[config.mk]
export PLATFORM = sky130hd
export DESIGN_NAME = char_lcd_nibble_command_engine_top_flat
export DESIGN_NICKNAME = d
export VERILOG_FILES = /design/src/sv/clne_pkg.sv /design/src/sv/clne_if.sv /design/src/sv/clne_front.sv /design/src/sv/clne_queue.sv /design/src/sv/clne_back.sv /design/src/sv/char_lcd_nibble_command_engine_top.sv /design/src/flat_wrapper.sv
export SDC_FILE = /design/constraint.sdc
export NUM_CORES = 1
export LEC_CHECK = 0
export BUFFER_PORTS_ARGS = -buffer_cell sky130_fd_sc_hd__buf_2
export CAP_MARGIN = 20
export CORE_MARGIN = 2
export CORE_UTILIZATION = 56
export DETAILED_ROUTE_END_ITERATION = 12
export GPL_ROUTABILITY_DRIVEN = 0
export PLACE_DENSITY = 0.75
export SLEW_MARGIN = 10
export SYNTH_ARGS = -nofsm -noshare
export SYNTH_HDL_FRONTEND = slang
export SYNTH_SLANG_ARGS = --single-unit
[constraint.sdc]
create_clock -name clk -period 3.6 [get_ports clk]
set_input_delay 0.36 -clock clk [delete_from_list [all_inputs] [get_ports clk]]
set_output_delay 0.36 -clock clk [all_outputs]
set_load 0.03 [all_outputs]
[src/sv/clne_pkg.sv]
package clne_pkg;

  // default display geometry and queue size
  localparam int LINE_LENGTH_DEF = 40;
  localparam int LINE_COUNT_DEF  = 2;
  localparam int QUEUE_DEPTH     = 4;

  // action codes
  localparam logic [2:0] ACT_RAW_CMD  = 3'd0;
  localparam logic [2:0] ACT_RAW_DATA = 3'd1;
  localparam logic [2:0] ACT_CHAR     = 3'd2;
  localparam logic [2:0] ACT_GOTO     = 3'd3;
  localparam logic [2:0] ACT_CLEAR    = 3'd4;
  localparam logic [2:0] ACT_DISPLAY  = 3'd5;
  localparam logic [2:0] ACT_INIT     = 3'd6;

  // controller command bytes
  localparam logic [7:0] CMD_CLEAR    = 8'h01;
  localparam logic [7:0] CMD_FUNC_SET = 8'h28;
  localparam logic [7:0] CMD_DISP_ON  = 8'h0C;
  localparam logic [7:0] CMD_DISP_OFF = 8'h08;
  localparam logic [7:0] CMD_ENTRY    = 8'h06;
  localparam logic [7:0] CMD_DDRAM    = 8'h80;

  // register select values
  localparam logic RS_CMD  = 1'b0;
  localparam logic RS_DATA = 1'b1;

  // one classified command: optional lone lead nibble, then one to three bytes
  typedef struct packed {
    logic            lead;
    logic [1:0]      nbytes;
    logic [2:0]      rs;
    logic [2:0][7:0] data;
  } job_t;

  // ddram start address of each display line
  function automatic logic [6:0] row_base(input logic [1:0] r);
    logic [6:0] base;
    unique case (r)
      2'd0: base = 7'h00;
      2'd1: base = 7'h40;
      2'd2: base = 7'h14;
      2'd3: base = 7'h54;
      default: base = 7'h00;
    endcase
    return base;
  endfunction

  // set-ddram command for a cursor position, address wraps at 7 bits
  function automatic logic [7:0] ddram_cmd(input logic [5:0] col, input logic [1:0] r);
    logic [6:0] addr;
    addr = row_base(r) + {1'b0, col};
    return CMD_DDRAM | {1'b0, addr};
  endfunction

endpackage

[src/sv/clne_if.sv]
// command words into the engine
interface clne_cmd_if;
  logic       valid;
  logic       ready;
  logic [2:0] action;
  logic [7:0] char_code;
  logic [5:0] column;
  logic [1:0] row;
  logic       display_enable;

  modport source (output valid, action, char_code, column, row, display_enable,
                  input ready);
  modport sink   (input valid, action, char_code, column, row, display_enable,
                  output ready);
endinterface

// nibble transfers toward the lcd bus driver
interface clne_bus_if;
  logic       valid;
  logic       ready;
  logic [3:0] nibble;
  logic       register_select;
  logic       last_transfer;

  modport source (output valid, nibble, register_select, last_transfer, input ready);
  modport sink   (input valid, nibble, register_select, last_transfer, output ready);
endinterface

[src/sv/clne_front.sv]
module clne_front #(
  parameter int LINE_LENGTH = clne_pkg::LINE_LENGTH_DEF,
  parameter int LINE_COUNT  = clne_pkg::LINE_COUNT_DEF
) (
  input  logic              clk,
  input  logic              rst,
  clne_cmd_if.sink          cmd,
  input  logic              full,
  output logic              push,
  output clne_pkg::job_t    job
);

  logic [5:0] cursor_column;
  logic [1:0] cursor_row;
  logic [5:0] cursor_column_next;
  logic [1:0] cursor_row_next;
  logic       accept;
  logic [6:0] col_inc;
  logic [2:0] row_inc;
  logic       line_wrap;
  logic [1:0] wrap_row;

  assign cmd.ready = !full;
  assign accept    = cmd.valid && cmd.ready;
  assign push      = accept && (cmd.action <= clne_pkg::ACT_INIT);

  // cursor advance for a tracked character
  assign col_inc   = {1'b0, cursor_column} + 7'd1;
  assign line_wrap = col_inc >= 7'(LINE_LENGTH);
  assign row_inc   = {1'b0, cursor_row} + 3'd1;
  assign wrap_row  = (row_inc >= 3'(LINE_COUNT)) ? 2'd0 : row_inc[1:0];

  // classify the word into bytes to send and the new cursor
  always_comb begin
    job                = '0;
    cursor_column_next = cursor_column;
    cursor_row_next    = cursor_row;
    unique case (cmd.action)
      clne_pkg::ACT_RAW_CMD: begin
        job.nbytes  = 2'd1;
        job.rs[0]   = clne_pkg::RS_CMD;
        job.data[0] = cmd.char_code;
      end
      clne_pkg::ACT_RAW_DATA: begin
        job.nbytes  = 2'd1;
        job.rs[0]   = clne_pkg::RS_DATA;
        job.data[0] = cmd.char_code;
      end
      clne_pkg::ACT_CHAR: begin
        job.rs[0]   = clne_pkg::RS_DATA;
        job.data[0] = cmd.char_code;
        if (line_wrap) begin
          job.nbytes         = 2'd2;
          job.rs[1]          = clne_pkg::RS_CMD;
          job.data[1]        = clne_pkg::ddram_cmd(6'd0, wrap_row);
          cursor_column_next = 6'd0;
          cursor_row_next    = wrap_row;
        end else begin
          job.nbytes         = 2'd1;
          cursor_column_next = col_inc[5:0];
        end
      end
      clne_pkg::ACT_GOTO: begin
        job.nbytes         = 2'd1;
        job.rs[0]          = clne_pkg::RS_CMD;
        job.data[0]        = clne_pkg::ddram_cmd(cmd.column, cmd.row);
        cursor_column_next = cmd.column;
        cursor_row_next    = cmd.row;
      end
      clne_pkg::ACT_CLEAR: begin
        job.nbytes         = 2'd1;
        job.rs[0]          = clne_pkg::RS_CMD;
        job.data[0]        = clne_pkg::CMD_CLEAR;
        cursor_column_next = 6'd0;
        cursor_row_next    = 2'd0;
      end
      clne_pkg::ACT_DISPLAY: begin
        job.nbytes  = 2'd1;
        job.rs[0]   = clne_pkg::RS_CMD;
        job.data[0] = cmd.display_enable ? clne_pkg::CMD_DISP_ON : clne_pkg::CMD_DISP_OFF;
      end
      clne_pkg::ACT_INIT: begin
        job.lead           = 1'b1;
        job.nbytes         = 2'd3;
        job.rs             = {3{clne_pkg::RS_CMD}};
        job.data[0]        = clne_pkg::CMD_FUNC_SET;
        job.data[1]        = clne_pkg::CMD_DISP_ON;
        job.data[2]        = clne_pkg::CMD_ENTRY;
        cursor_column_next = 6'd0;
        cursor_row_next    = 2'd0;
      end
      default: begin
        job = '0;
      end
    endcase
  end

  // cursor register
  always_ff @(posedge clk) begin
    if (rst) begin
      cursor_column <= 6'd0;
      cursor_row    <= 2'd0;
    end else if (accept) begin
      cursor_column <= cursor_column_next;
      cursor_row    <= cursor_row_next;
    end
  end

endmodule

[src/sv/clne_queue.sv]
module clne_queue #(
  parameter int DEPTH = clne_pkg::QUEUE_DEPTH
) (
  input  logic              clk,
  input  logic              rst,
  input  logic              push,
  input  clne_pkg::job_t    wdata,
  output logic              full,
  input  logic              pop,
  output logic              avail,
  output clne_pkg::job_t    rdata
);

  localparam int PW = (DEPTH > 1) ? $clog2(DEPTH) : 1;
  localparam int CW = $clog2(DEPTH + 1);

  clne_pkg::job_t entries [DEPTH];
  logic [PW-1:0]  wr_ptr;
  logic [PW-1:0]  rd_ptr;
  logic [CW-1:0]  count;

  assign full  = count == CW'(DEPTH);
  assign avail = count != '0;
  assign rdata = entries[rd_ptr];

  // storage
  always_ff @(posedge clk) begin
    if (push) begin
      entries[wr_ptr] <= wdata;
    end
  end

  // pointers and fill count
  always_ff @(posedge clk) begin
    if (rst) begin
      wr_ptr <= '0;
      rd_ptr <= '0;
      count  <= '0;
    end else begin
      if (push) begin
        wr_ptr <= (wr_ptr == PW'(DEPTH - 1)) ? '0 : wr_ptr + PW'(1);
      end
      if (pop) begin
        rd_ptr <= (rd_ptr == PW'(DEPTH - 1)) ? '0 : rd_ptr + PW'(1);
      end
      if (push && !pop) begin
        count <= count + CW'(1);
      end else if (pop && !push) begin
        count <= count - CW'(1);
      end
    end
  end

endmodule

[src/sv/clne_back.sv]
module clne_back (
  input  logic              clk,
  input  logic              rst,
  input  logic              avail,
  input  clne_pkg::job_t    job,
  output logic              pop,
  clne_bus_if.source        bus
);

  logic [2:0] idx;
  logic [2:0] total;
  logic [2:0] k;
  logic       last;
  logic       fire;
  logic [7:0] cur_byte;
  logic       cur_rs;
  logic [3:0] nib;
  logic       nib_rs;

  // nibble count of the head job and position within it
  assign total = {2'b00, job.lead} + {job.nbytes, 1'b0};
  assign last  = idx == total - 3'd1;
  assign k     = idx - {2'b00, job.lead};
  assign fire  = avail && (!bus.valid || bus.ready);
  assign pop   = fire && last;

  // pick the byte, then the half, high half first
  always_comb begin
    unique case (k[2:1])
      2'd0: begin
        cur_byte = job.data[0];
        cur_rs   = job.rs[0];
      end
      2'd1: begin
        cur_byte = job.data[1];
        cur_rs   = job.rs[1];
      end
      2'd2: begin
        cur_byte = job.data[2];
        cur_rs   = job.rs[2];
      end
      default: begin
        cur_byte = job.data[0];
        cur_rs   = job.rs[0];
      end
    endcase
    if (job.lead && idx == 3'd0) begin
      nib    = clne_pkg::CMD_FUNC_SET[7:4];
      nib_rs = clne_pkg::RS_CMD;
    end else begin
      nib    = k[0] ? cur_byte[3:0] : cur_byte[7:4];
      nib_rs = cur_rs;
    end
  end

  // step counter
  always_ff @(posedge clk) begin
    if (rst) begin
      idx <= 3'd0;
    end else if (fire) begin
      idx <= last ? 3'd0 : idx + 3'd1;
    end
  end

  // output register
  always_ff @(posedge clk) begin
    if (rst) begin
      bus.valid <= 1'b0;
    end else if (fire) begin
      bus.valid <= 1'b1;
    end else if (bus.ready) begin
      bus.valid <= 1'b0;
    end
  end

  always_ff @(posedge clk) begin
    if (fire) begin
      bus.nibble          <= nib;
      bus.register_select <= nib_rs;
      bus.last_transfer   <= last;
    end
  end

endmodule

[src/sv/char_lcd_nibble_command_engine_top.sv]
// a taken word goes into the queue; its first nibble is then registered in the output stage
// throughput: one nibble per cycle from the output stage while words wait and the bus is ready;
//   2 nibbles a word, 4 for a wrapping tracked char, 7 for init, so the bus side sets the rate
// a queue of QUEUE_DEPTH classified words lets the front take words while nibbles drain
// reset: synchronous, clears the cursor to column 0 row 0, empties the queue and output stage
module char_lcd_nibble_command_engine_top #(
  parameter int LINE_LENGTH = clne_pkg::LINE_LENGTH_DEF,
  parameter int LINE_COUNT  = clne_pkg::LINE_COUNT_DEF,
  parameter int QUEUE_DEPTH = clne_pkg::QUEUE_DEPTH
) (
  input  logic       clk,
  input  logic       rst,
  clne_cmd_if.sink   cmd,
  clne_bus_if.source bus
);

  clne_pkg::job_t push_job;
  clne_pkg::job_t head_job;
  logic           push;
  logic           full;
  logic           pop;
  logic           avail;

  // classify words and track the cursor
  clne_front #(
    .LINE_LENGTH (LINE_LENGTH),
    .LINE_COUNT  (LINE_COUNT)
  ) u_front (
    .clk  (clk),
    .rst  (rst),
    .cmd  (cmd),
    .full (full),
    .push (push),
    .job  (push_job)
  );

  // decoupling queue
  clne_queue #(
    .DEPTH (QUEUE_DEPTH)
  ) u_queue (
    .clk   (clk),
    .rst   (rst),
    .push  (push),
    .wdata (push_job),
    .full  (full),
    .pop   (pop),
    .avail (avail),
    .rdata (head_job)
  );

  // nibble sequencer
  clne_back u_back (
    .clk   (clk),
    .rst   (rst),
    .avail (avail),
    .job   (head_job),
    .pop   (pop),
    .bus   (bus)
  );

endmodule

[src/flat_wrapper.sv]
// flat-port wrapper written by rule: the top's interface ports become plain ports
module char_lcd_nibble_command_engine_top_flat 
#(
  parameter int LINE_LENGTH = clne_pkg::LINE_LENGTH_DEF,
  parameter int LINE_COUNT  = clne_pkg::LINE_COUNT_DEF,
  parameter int QUEUE_DEPTH = clne_pkg::QUEUE_DEPTH
)
  (clk, rst, cmd_valid, cmd_action, cmd_char_code, cmd_column, cmd_row, cmd_display_enable, cmd_ready, bus_valid, bus_nibble, bus_register_select, bus_last_transfer, bus_ready);
  clne_cmd_if cmd_i ();
  clne_bus_if bus_i ();
  input  logic clk;
  input  logic rst;
  input wire logic [$bits(cmd_i.valid)-1:0] cmd_valid;
  input wire logic [$bits(cmd_i.action)-1:0] cmd_action;
  input wire logic [$bits(cmd_i.char_code)-1:0] cmd_char_code;
  input wire logic [$bits(cmd_i.column)-1:0] cmd_column;
  input wire logic [$bits(cmd_i.row)-1:0] cmd_row;
  input wire logic [$bits(cmd_i.display_enable)-1:0] cmd_display_enable;
  output wire logic [$bits(cmd_i.ready)-1:0] cmd_ready;
  output wire logic [$bits(bus_i.valid)-1:0] bus_valid;
  output wire logic [$bits(bus_i.nibble)-1:0] bus_nibble;
  output wire logic [$bits(bus_i.register_select)-1:0] bus_register_select;
  output wire logic [$bits(bus_i.last_transfer)-1:0] bus_last_transfer;
  input wire logic [$bits(bus_i.ready)-1:0] bus_ready;
  assign cmd_i.valid = cmd_valid;
  assign cmd_i.action = cmd_action;
  assign cmd_i.char_code = cmd_char_code;
  assign cmd_i.column = cmd_column;
  assign cmd_i.row = cmd_row;
  assign cmd_i.display_enable = cmd_display_enable;
  assign cmd_ready = cmd_i.ready;
  assign bus_valid = bus_i.valid;
  assign bus_nibble = bus_i.nibble;
  assign bus_register_select = bus_i.register_select;
  assign bus_last_transfer = bus_i.last_transfer;
  assign bus_i.ready = bus_ready;
  char_lcd_nibble_command_engine_top #(.LINE_LENGTH(LINE_LENGTH), .LINE_COUNT(LINE_COUNT), .QUEUE_DEPTH(QUEUE_DEPTH)) u_core (.clk(clk), .rst(rst), .cmd(cmd_i), .bus(bus_i));
endmodule
---- Word-level counts from Yosys, hierarchy flattened ----
Memories as Yosys holds them, arrays and structs flattened. A register that Yosys moved wholly into a read port is not among the register bits.
Cells that the tools add are included.
cells by class
  add/subtract/negate cells ............... 11
  order comparisons ....................... 3
  eq/ne operators ......................... 19
  multiply operators ...................... 0
  divide/modulo/power cells ............... 0
  mux-type cells .......................... 31
  bitwise operators ....................... 0
  reductions and logical operators ........ 26
  shifts and indexed selects .............. 0
operators by type and width
  kind                                                                                 number
  7-bit case mux with 4 select lines                                                   2
  8-bit case mux with 5 select lines                                                   1
  8-bit case mux with 2 select lines                                                   2
  6-bit case mux with 3 select lines                                                   1
  3-bit 2-to-1 mux                                                                     5
  2-bit == test, second input constant                                                 7
  2-bit 2-to-1 mux                                                                     7
  3-bit == test, second input constant                                                 4
  2-bit case mux with 3 select lines                                                   2
  8-bit 2-to-1 mux                                                                     1
  6-bit by 1-bit adder with 7-bit output, second input constant                        1
  7-bit by 6-bit adder with 7-bit output                                               1
  7-bit by 6-bit greater-or-equal comparator with 1-bit output, second input constant  1
  1-bit logical AND                                                                    7
  7-bit 2-to-1 mux                                                                     1
  3-bit by 1-bit adder with 3-bit output, second input constant                        2
  2-bit by 1-bit == test with 1-bit output, second input constant                      3
  3-bit by 2-bit == test with 1-bit output, second input constant                      2
  3-bit zero test                                                                      2
  1-bit 2-to-1 mux                                                                     6
  6-bit 2-to-1 mux                                                                     1
  3-bit nonzero test                                                                   2
  3-bit by 1-bit subtractor with 3-bit output, second input constant                   2
  5-bit OR reduction                                                                   1
  19 further kinds                                                                     26
storage, ports and cells
  bits in read-only memories .............. 0
  latch bits .............................. 0
  register bits after elaboration ......... 25
  bits of input ports ..................... 24
  memories ................................ 1
  memory bits (writable) .................. 92
memories
  name                    words  width  rd ports  clocked after Yosys merged registers in  wr ports  line              text
  u_core.u_queue.entries  4      23     1         1                                        1         clne_queue.sv:17  clne_pkg::job_t entries [DEPTH];

---- Longest topological paths before layout ----
Gate-level depths: netlist of run 1.
  depth after elaboration ................. 8
  mapped depth ............................ 15
  depth with buffers taken out ............ 13

---- Cells and area by module ----
A second synthesis of run 1 with hierarchy kept.
unflattened totals
  cells, all modules ...................... 433
  area total of the unflattened synthesis .. 6617.6 sq um
by module, submodules not included
  module      cells each  area each (sq um)  times used
  clne_queue  200         4769.6             1
  clne_front  162         1103.6             1
  clne_back   71          744.5              1

---- Worst setup path before layout of run 1 ----
No wires, ideal clock.
  path type ............................... register -> register
  start ................................... reg with a tool-made name
  end ..................................... reg u_core.u_queue.count[2]
  data required time ...................... 3529 ps
  arrival ................................. 3209 ps
  setup slack ............................. 320 ps
  cell stages (with the launch flop) ...... 15
  clock period less this slack ............ 3280 ps
  path through ............................ dfxtp_1 buf_6 buf_2 mux4_2 inv_1 ha_1 xnor2_1 nor4b_4 inv_1 ha_1 inv_1 fa_1 xor2_1 or3_1 a21oi_1
RTL lines
  element               line              text
  to (signal assigned)  clne_queue.sv:47  count <= count + CW'(1);
  to (signal assigned)  clne_queue.sv:49  count <= count - CW'(1);
  to (decl)             clne_queue.sv:20  logic [CW-1:0] count;

==> results of run 1 <==
-- final timing paths --
path | endpoint | slack, ns | depth (start not counted)
hold reg to reg | u_core.u_back.bus.valid | 0.47 | 2
setup reg to reg | u_core.u_queue.count[2] | 0.34 | 13
setup / recovery | u_core.u_queue.count[2] | 0.34 | 13
hold / removal | u_core.u_back.bus.valid | 0.25 | 4
-- cell usage after synthesis, types with 3 or more instances --
cell type / instances
mux4_2: 16
nand2_1: 19
o21ai_0: 8
nor2_1: 29
nand3b_1: 3
a211oi_1: 4
and2_1: 7
clkbuf_1: 10
a31oi_1: 6
nor3_1: 9
xnor2_1: 7
xor2_1: 6
ha_1: 20
mux2_2: 5
nand3_1: 7
nor2b_1: 8
dfxtp_1: 21
and3_1: 3
inv_1: 15
mux2i_1: 7
edfxtp_1: 70
a21oi_1: 13
-- tightest hold or removal path, delay by kind of cell --
| family | cells | cell delay (ns) |
|---|---|---|
| buffers and inverters | 2 | 0.11 |
| and+or+nand+nor | 1 | 0.05 |
| AOI/OAI and AO/OA | 1 | 0.05 |
-- logic make-up (layout without fill, tap and decap cells) --
family          count (synthesis)  count (layout)  synth area share (%)
buf+inv                        31              68                 2.895
xor+xnor                       13              13                 2.583
mux                            28              28                 11.04
flops                          91              91                 57.22
fa+ha+maj                      21              21                 6.131
compound gates                 55              55                 8.573
simple gates                   97              97                 11.55
-- power by group through the flow --
stage / clock network (mW) / registers (mW) / logic, mW
after global placement: 0 / 1.40 / 0.975
final: 0.675 / 1.38 / 0.988
after floorplan: 0 / 1.47 / 0.690
after CTS: 0.691 / 1.39 / 1.00
after detailed placement: 0 / 1.41 / 0.996
after global routing: 0.732 / 1.40 / 1.11
-- registers in the layout (all words and copies together), names as in the netlist, named ones only --
| register | count |
|---|---|
| u_core.u_queue.wr_ptr | 2 |
| u_core.u_back.bus.nibble | 4 |
| u_core.u_back.idx | 3 |
| u_core.u_back.bus.register_select | 1 |
| u_core.u_front.cursor_column | 6 |
| u_core.u_front.cursor_row | 2 |
| u_core.u_back.bus.valid | 1 |
| u_core.u_queue.rd_ptr | 2 |
| u_core.u_queue.count | 3 |
| u_core.u_queue.entries | 64 |
| u_core.u_back.bus.last_transfer | 1 |
-- routing by layer --
metal	up-vias	routed length [um]
met1	1326	3557
li1	1340	-
met3	7	368
met4	0	87
met5	-	0
met2	69	3816
-- final cells by class --
class,instances,area (um2)
clock buffer,9,123.9
clock inverter,7,73.82
fill,581,2825
inverter,15,56.30
multi-input combinational,214,1758
sequential,91,2522
tap,102,127.6
timing repair buffer,37,200.2
==> results by group, run 1 <==
Power
  • Leakage: 1.773 nW
  • Net Switching: 1.030 mW
  • Cell area power density: 626.7 nW/um2
  • Maximum vdd drop: 296.4 uV
  • Logic gate share of total power: 32.4%
  • Final Power: 3.047 mW
  • Int Pwr: 2.016 mW
  • Sw frac: 33.82%
  • Sequential fraction of design power: 45.4%
  • Part of the power in the clock network: 22.1%

Drt
  • Wirelength, routed: 7829 um
  • Pre-antenna DRT Iters: 6
  • Initial DRC count: 182
  • Vias per cell: 5.773
  • Drt drc: 0
  • DR vias: 2742
  • WL per Instance: 16.48 um
  • Final antenna-violating net count: 0

Synthesis
  • Main synth FF type: edfxtp_1
  • EDFF count, synth: 70
  • Post-Syn Area: 4408 um2
  • Syn avg cell area: 13.12 um2
  • Count of state elements after synthesis: 91
  • Post-synthesis cell type count: 53
  • Top cell type's share of synthesized area: 47.69%
  • Post-Syn Instances: 336
  • Async set-or-reset flop fraction in the synthesized netlist: 0%
  • Cells taking the most area after synthesis: edfxtp_1, dfxtp_1, mux4_2
  • Yosys Warn Count: 0
  • Syn_nets: 381
  • Post-synth top area cell: edfxtp_1
  • Register area share after synthesis: 57.22%

Placed design
  • Post-DP Area: 4664 um2
  • Pre-CTS setup slack: 0.3485 ns
  • Placed insts: 459
  • DP HPWL: 5535 um
  • PortBufs: 31

Final layout
  • Final nets: 413
  • Most frequent cells in the layout: edfxtp_1, buf_2, nor2_1
  • Area growth syn-to-layout: 10.30%
  • Layout cells sized above 1: 21.72%
  • Most common cell after layout, fill and taps aside: edfxtp_1
  • Diodes inserted: 0
  • Cell area after layout: 4862 um2
  • Fin cells: 475
  • Final core utilization: 63.25%

Worst setup path
  • CP Data Arrival Time: 3.56 ns
  • Cell Chain, Critical Path: mux4_2 -> inv_1 -> ha_1 -> xnor2_1 -> xnor2_1 -> nor4b_4 -> inv_1 -> ha_1 -> inv_1 -> fa_1 -> xor2_1 -> or3_1 -> a21oi_1
  • Startpoint Class: register
  • Worst Setup End Kind: register
  • Slowest cell on crit path: mux4_2
  • Kind of cell with the highest combined delay on the critical path: adder cells
  • Buf+Inv Stages, Crit Path: 3
  • CP required: 3.90 ns
  • Critical path class: register to register
  • Most frequent CP cell: inv_1
  • Crit-path max FO: 4
  • Slowest cell delay on critical path: 0.59 ns

STA
  • Clk_skew: 0.009432 ns
  • Worst hold slack: 0.2546 ns
  • Slew @ Worst Pin: 0.8432 ns
  • Final setup vio count: 0
  • Fin Setup TNS: 0 ns
  • Final WS setup: 0.3371 ns
  • Fin. max-slew vios: 0
  • Relative slew slack: 43.78%
  • Hold Vio Cnt, Final: 0
  • Fin crit share: 90.64%
  • Min Tclk post-route: 3.263 ns
  • Peak Freq: 306.5 MHz
  • RSZ-0062 raised after global routing: false

Global route
  • Total track usage: 20.21%
  • Initial antenna violation count: 0
  • Vias in the first global route: 2728
  • Total gr overflow: 0
  • Met1 Use GR: 27.63%
  • Met3 Use GR: 4.882%
  • Gr busiest metal: met2
  • Largest net degree at the start of global routing: 25
  • First-pass GRT wire length: 13280 um
  • Met2 usage in global routing: 32.30%

Floorplanning
  • Die height: 92.72 um
  • Die ar.: 8597 um2
  • Initial Util: 57.34%
  • Die width: 92.72 um
  • Core Area: 7687 um2
  • Io pins: 32
  • Std-Cell Rows: 32

CTS
  • Cts repair resizes: 0
  • Clock transition at path regs: 0.10 ns
  • Worst-Skew Late Latency: 0.36 ns
  • H-tree depth: 3
  • CTS tree: built
  • CTS Buf Count: 9
  • Max clock buf depth: 2
  • Post-CTS Setup Inserts: 0
  • Hold_buf cts: 0
  • CTS sink cnt: 91
  • CTS root buffer: clkbuf_8

Job
  • Max cap viols: 0

Hold path
  • Worst min path class: primary input to register
  • Hold path startpoint: bus_ready

Run status
  • Status: complete, no violations
Note: power is estimated with default switching activity, not from simulation.
==> run 2, diff against run 1 <==
--- a/config.mk
+++ b/config.mk
@@ -7,11 +7,13 @@
 export LEC_CHECK = 0
 export BUFFER_PORTS_ARGS = -buffer_cell sky130_fd_sc_hd__buf_2
 export CAP_MARGIN = 20
+export CELL_PAD_IN_SITES_DETAIL_PLACEMENT = 0
+export CELL_PAD_IN_SITES_GLOBAL_PLACEMENT = 2
 export CORE_MARGIN = 2
-export CORE_UTILIZATION = 56
+export CORE_UTILIZATION = 42
 export DETAILED_ROUTE_END_ITERATION = 12
 export GPL_ROUTABILITY_DRIVEN = 0
-export PLACE_DENSITY = 0.75
+export PLACE_DENSITY_LB_ADDON = 0.1
 export SLEW_MARGIN = 10
 export SYNTH_ARGS = -nofsm -noshare
 export SYNTH_HDL_FRONTEND = slang
==> run 2 against run 1 <==
Compared with the run above:
- critical path depth did not move
- clock power rose by 2%
- clock skew fell by 0.0017 ns
- die area rose by 32%
- non-clock buffer count rose by 5
- fmax rose by 0.30%
- core utilization fell by 15 points
- largest cell class unchanged
==> results by group, run 2 (same netlist as run 1, synthesis figures left out) <==
Drt
  • WL per Instance: 16.94 um (+2.8%)
  • Vias per cell: 5.346 (-7.4%)
  • Drt drc: 0 (unchanged)
  • Final antenna-violating net count: 0 (unchanged)
  • DR vias: 2748 (+0.22%)
  • Wirelength, routed: 8709 um (+11%)
  • Initial DRC count: 120 (-34%)
  • Pre-antenna DRT Iters: 5 (-1)

Final layout
  • Most common cell after layout, fill and taps aside: edfxtp_1
  • Final core utilization: 48.09% (-15 points)
  • Largest register by flop count: u_core.u_queue.entries
  • Most frequent cells in the layout: edfxtp_1, buf_2, nor2_1
  • Final nets: 418 (+1.2%)
  • Cell area after layout: 4942 um2 (+1.6%)
  • Biggest regs: u_core.u_queue.entries: 64 flops, u_core.u_front.cursor_column: 6 flops, u_core.u_back.bus.nibble: 4 flops
  • Fin cells: 514 (+8.2%)
  • Area growth syn-to-layout: 12.12%
  • Layout cells sized above 1: 22.22% (+0.51 points)
  • Max reg flops: 64 (unchanged)
  • Diodes inserted: 0 (unchanged)

Job
  • Max cap viols: 0 (unchanged)

CTS
  • CTS Buf Count: 9 (unchanged)
  • Hold_buf cts: 0 (unchanged)
  • CTS tree: built
  • Max clock buf depth: 2 (unchanged)
  • Post-CTS Setup Inserts: 0 (unchanged)
  • H-tree depth: 3 (unchanged)
  • CTS sink cnt: 91 (unchanged)
  • Cts repair resizes: 0 (unchanged)
  • Clock transition at path regs: 0.09 ns (about the same)
  • CTS root buffer: clkbuf_8
  • Worst-Skew Late Latency: 0.35 ns (about the same)

Worst setup path
  • Most frequent CP cell: inv_1
  • Critical path class: register to register
  • CP Data Arrival Time: 3.54 ns (-0.02 ns)
  • Cell Chain, Critical Path: mux4_2 -> inv_1 -> ha_1 -> xnor2_1 -> xnor2_1 -> nor4b_4 -> inv_1 -> ha_1 -> inv_1 -> fa_1 -> xor2_1 -> or3_1 -> a21oi_1
  • Reg-to-reg slack, setup: 0.35 ns (about the same)
  • Worst Setup End Kind: register
  • Startpoint Class: register
  • Crit-path max FO: 4 (unchanged)
  • FF-to-FF path depth: 13 (unchanged)
  • CP required: 3.89 ns (about the same)
  • Slowest cell delay on critical path: 0.58 ns (about the same)
  • Slowest cell on crit path: mux4_2

STA
  • Fin crit share: 90.37% (-0.27 points)
  • Final WS setup: 0.3467 ns (+0.009619 ns)
  • RSZ-0062 raised after global routing: false
  • Slew @ Worst Pin: 0.5823 ns (-0.2609 ns)
  • Peak Freq: 307.4 MHz (+0.30%)
  • Hold Vio Cnt, Final: 0 (unchanged)
  • Relative slew slack: 60.95% (+17 points)
  • Fin. max-slew vios: 0 (unchanged)
  • Min Tclk post-route: 3.253 ns (-0.009619 ns)
  • Clk_skew: 0.007720 ns (-0.001712 ns)
  • Final setup vio count: 0 (unchanged)
  • Worst hold slack: 0.2602 ns (+0.005600 ns)
  • Fin Setup TNS: 0 ns (unchanged)

Floorplanning
  • Die height: 106.4 um (+15%)
  • Std-Cell Rows: 37 (+16%)
  • Die ar.: 11330 um2 (+32%)
  • Die width: 106.4 um (+15%)
  • Initial Util: 42.89% (-14 points)
  • Core Area: 10280 um2 (+34%)
  • Io pins: 32 (unchanged)

Power
  • Sw frac: 32.80% (-1.0 points)
  • Logic gate share of total power: 32.9% (+0.5 points)
  • Net Switching: 1.012 mW (-1.8%)
  • Final Power: 3.085 mW (+1.2%)
  • Cell area power density: 624.2 nW/um2 (-0.40%)
  • Maximum vdd drop: 261.3 uV (-12%)
  • Sequential fraction of design power: 44.8% (-0.6 points)
  • Leakage: 1.796 nW (+1.3%)
  • Part of the power in the clock network: 22.3% (+0.2 points)
  • Int Pwr: 2.073 mW (+2.8%)

Placed design
  • DP HPWL: 6162 um (+11%)
  • PortBufs: 31 (unchanged)
  • Post-DP Area: 4745 um2 (+1.7%)
  • Placed insts: 498 (+8.5%)
  • Pre-CTS setup slack: 0.3408 ns (-0.007758 ns)

Global route
  • Largest net degree at the start of global routing: 25 (unchanged)
  • Total gr overflow: 0 (unchanged)
  • Initial antenna violation count: 0 (unchanged)
  • First-pass GRT wire length: 14280 um (+7.5%)
  • Total track usage: 16.70% (-3.5 points)
  • Vias in the first global route: 2773 (+1.6%)

Hold path
  • Worst min path class: primary input to register
  • WHS Path Cells: 4 (unchanged)

Run status
  • Status: complete, no violations
run 2: cell count changes in the layout (fill, tap and decap cells not counted):
cell	previous run	this run
clkinv_4	1	0
inv_6	3	2
inv_8	2	1
bufinv_16	0	1
clkinvlp_4	0	1
clkinv_1	0	2
clkinv_8	1	0
buf_4	6	11
run 2: routing by layer:
layer | vias up | share of wire (%) | GRT usage, %
li1 | 1350 | - | -
met1 | 1337 | 48 | 22.63
met2 | 50 | 48 | 27.24
met3 | 11 | 3.1 | 3.066
met4 | 0 | 1.3 | 5.566
met5 | - | 0 | 0
run 2: final timing paths:
| check | from | end |
|---|---|---|
| hold / removal | bus_ready | u_core.u_back.bus.valid |
| setup reg to reg | register | u_core.u_queue.count[2] |
| hold reg to reg | u_core.u_back.bus.valid | u_core.u_back.bus.valid |
| setup / recovery | register | u_core.u_queue.count[2] |
run 2: cell type report:
class                      count  area (um2)
inverter                      15       56.30
sequential                    91        2522
clock buffer                   9       123.9
multi-input combinational    214        1758
tap                          136       170.2
clock inverter                 7       73.82
fill                         949        5335
timing repair buffer          42       237.7
run 2: power groups by stage:
stage / Combinational [mW] / Sequential (mW) / Clock, mW
3_3_place_gp: 1.02 / 1.41 / 0
3_5_place_dp: 1.03 / 1.41 / 0
5_1_grt: 1.14 / 1.40 / 0.758
6_report: 1.01 / 1.38 / 0.689
4_1_cts: 1.03 / 1.39 / 0.718
2_1_floorplan: 0.690 / 1.47 / 0
run 2: critical path, delay by kind of cell, from the launching register on:
kind | cells | cell delay, ns
adders and majority gates | 3 | 0.79
xor gates and xnor gates | 3 | 0.58
muxes | 1 | 0.58
DFF | 1 | 0.45
and+or+nand+nor | 2 | 0.39
buffers and inverters | 3 | 0.26
AOI/OAI and AO/OA | 1 | 0.14
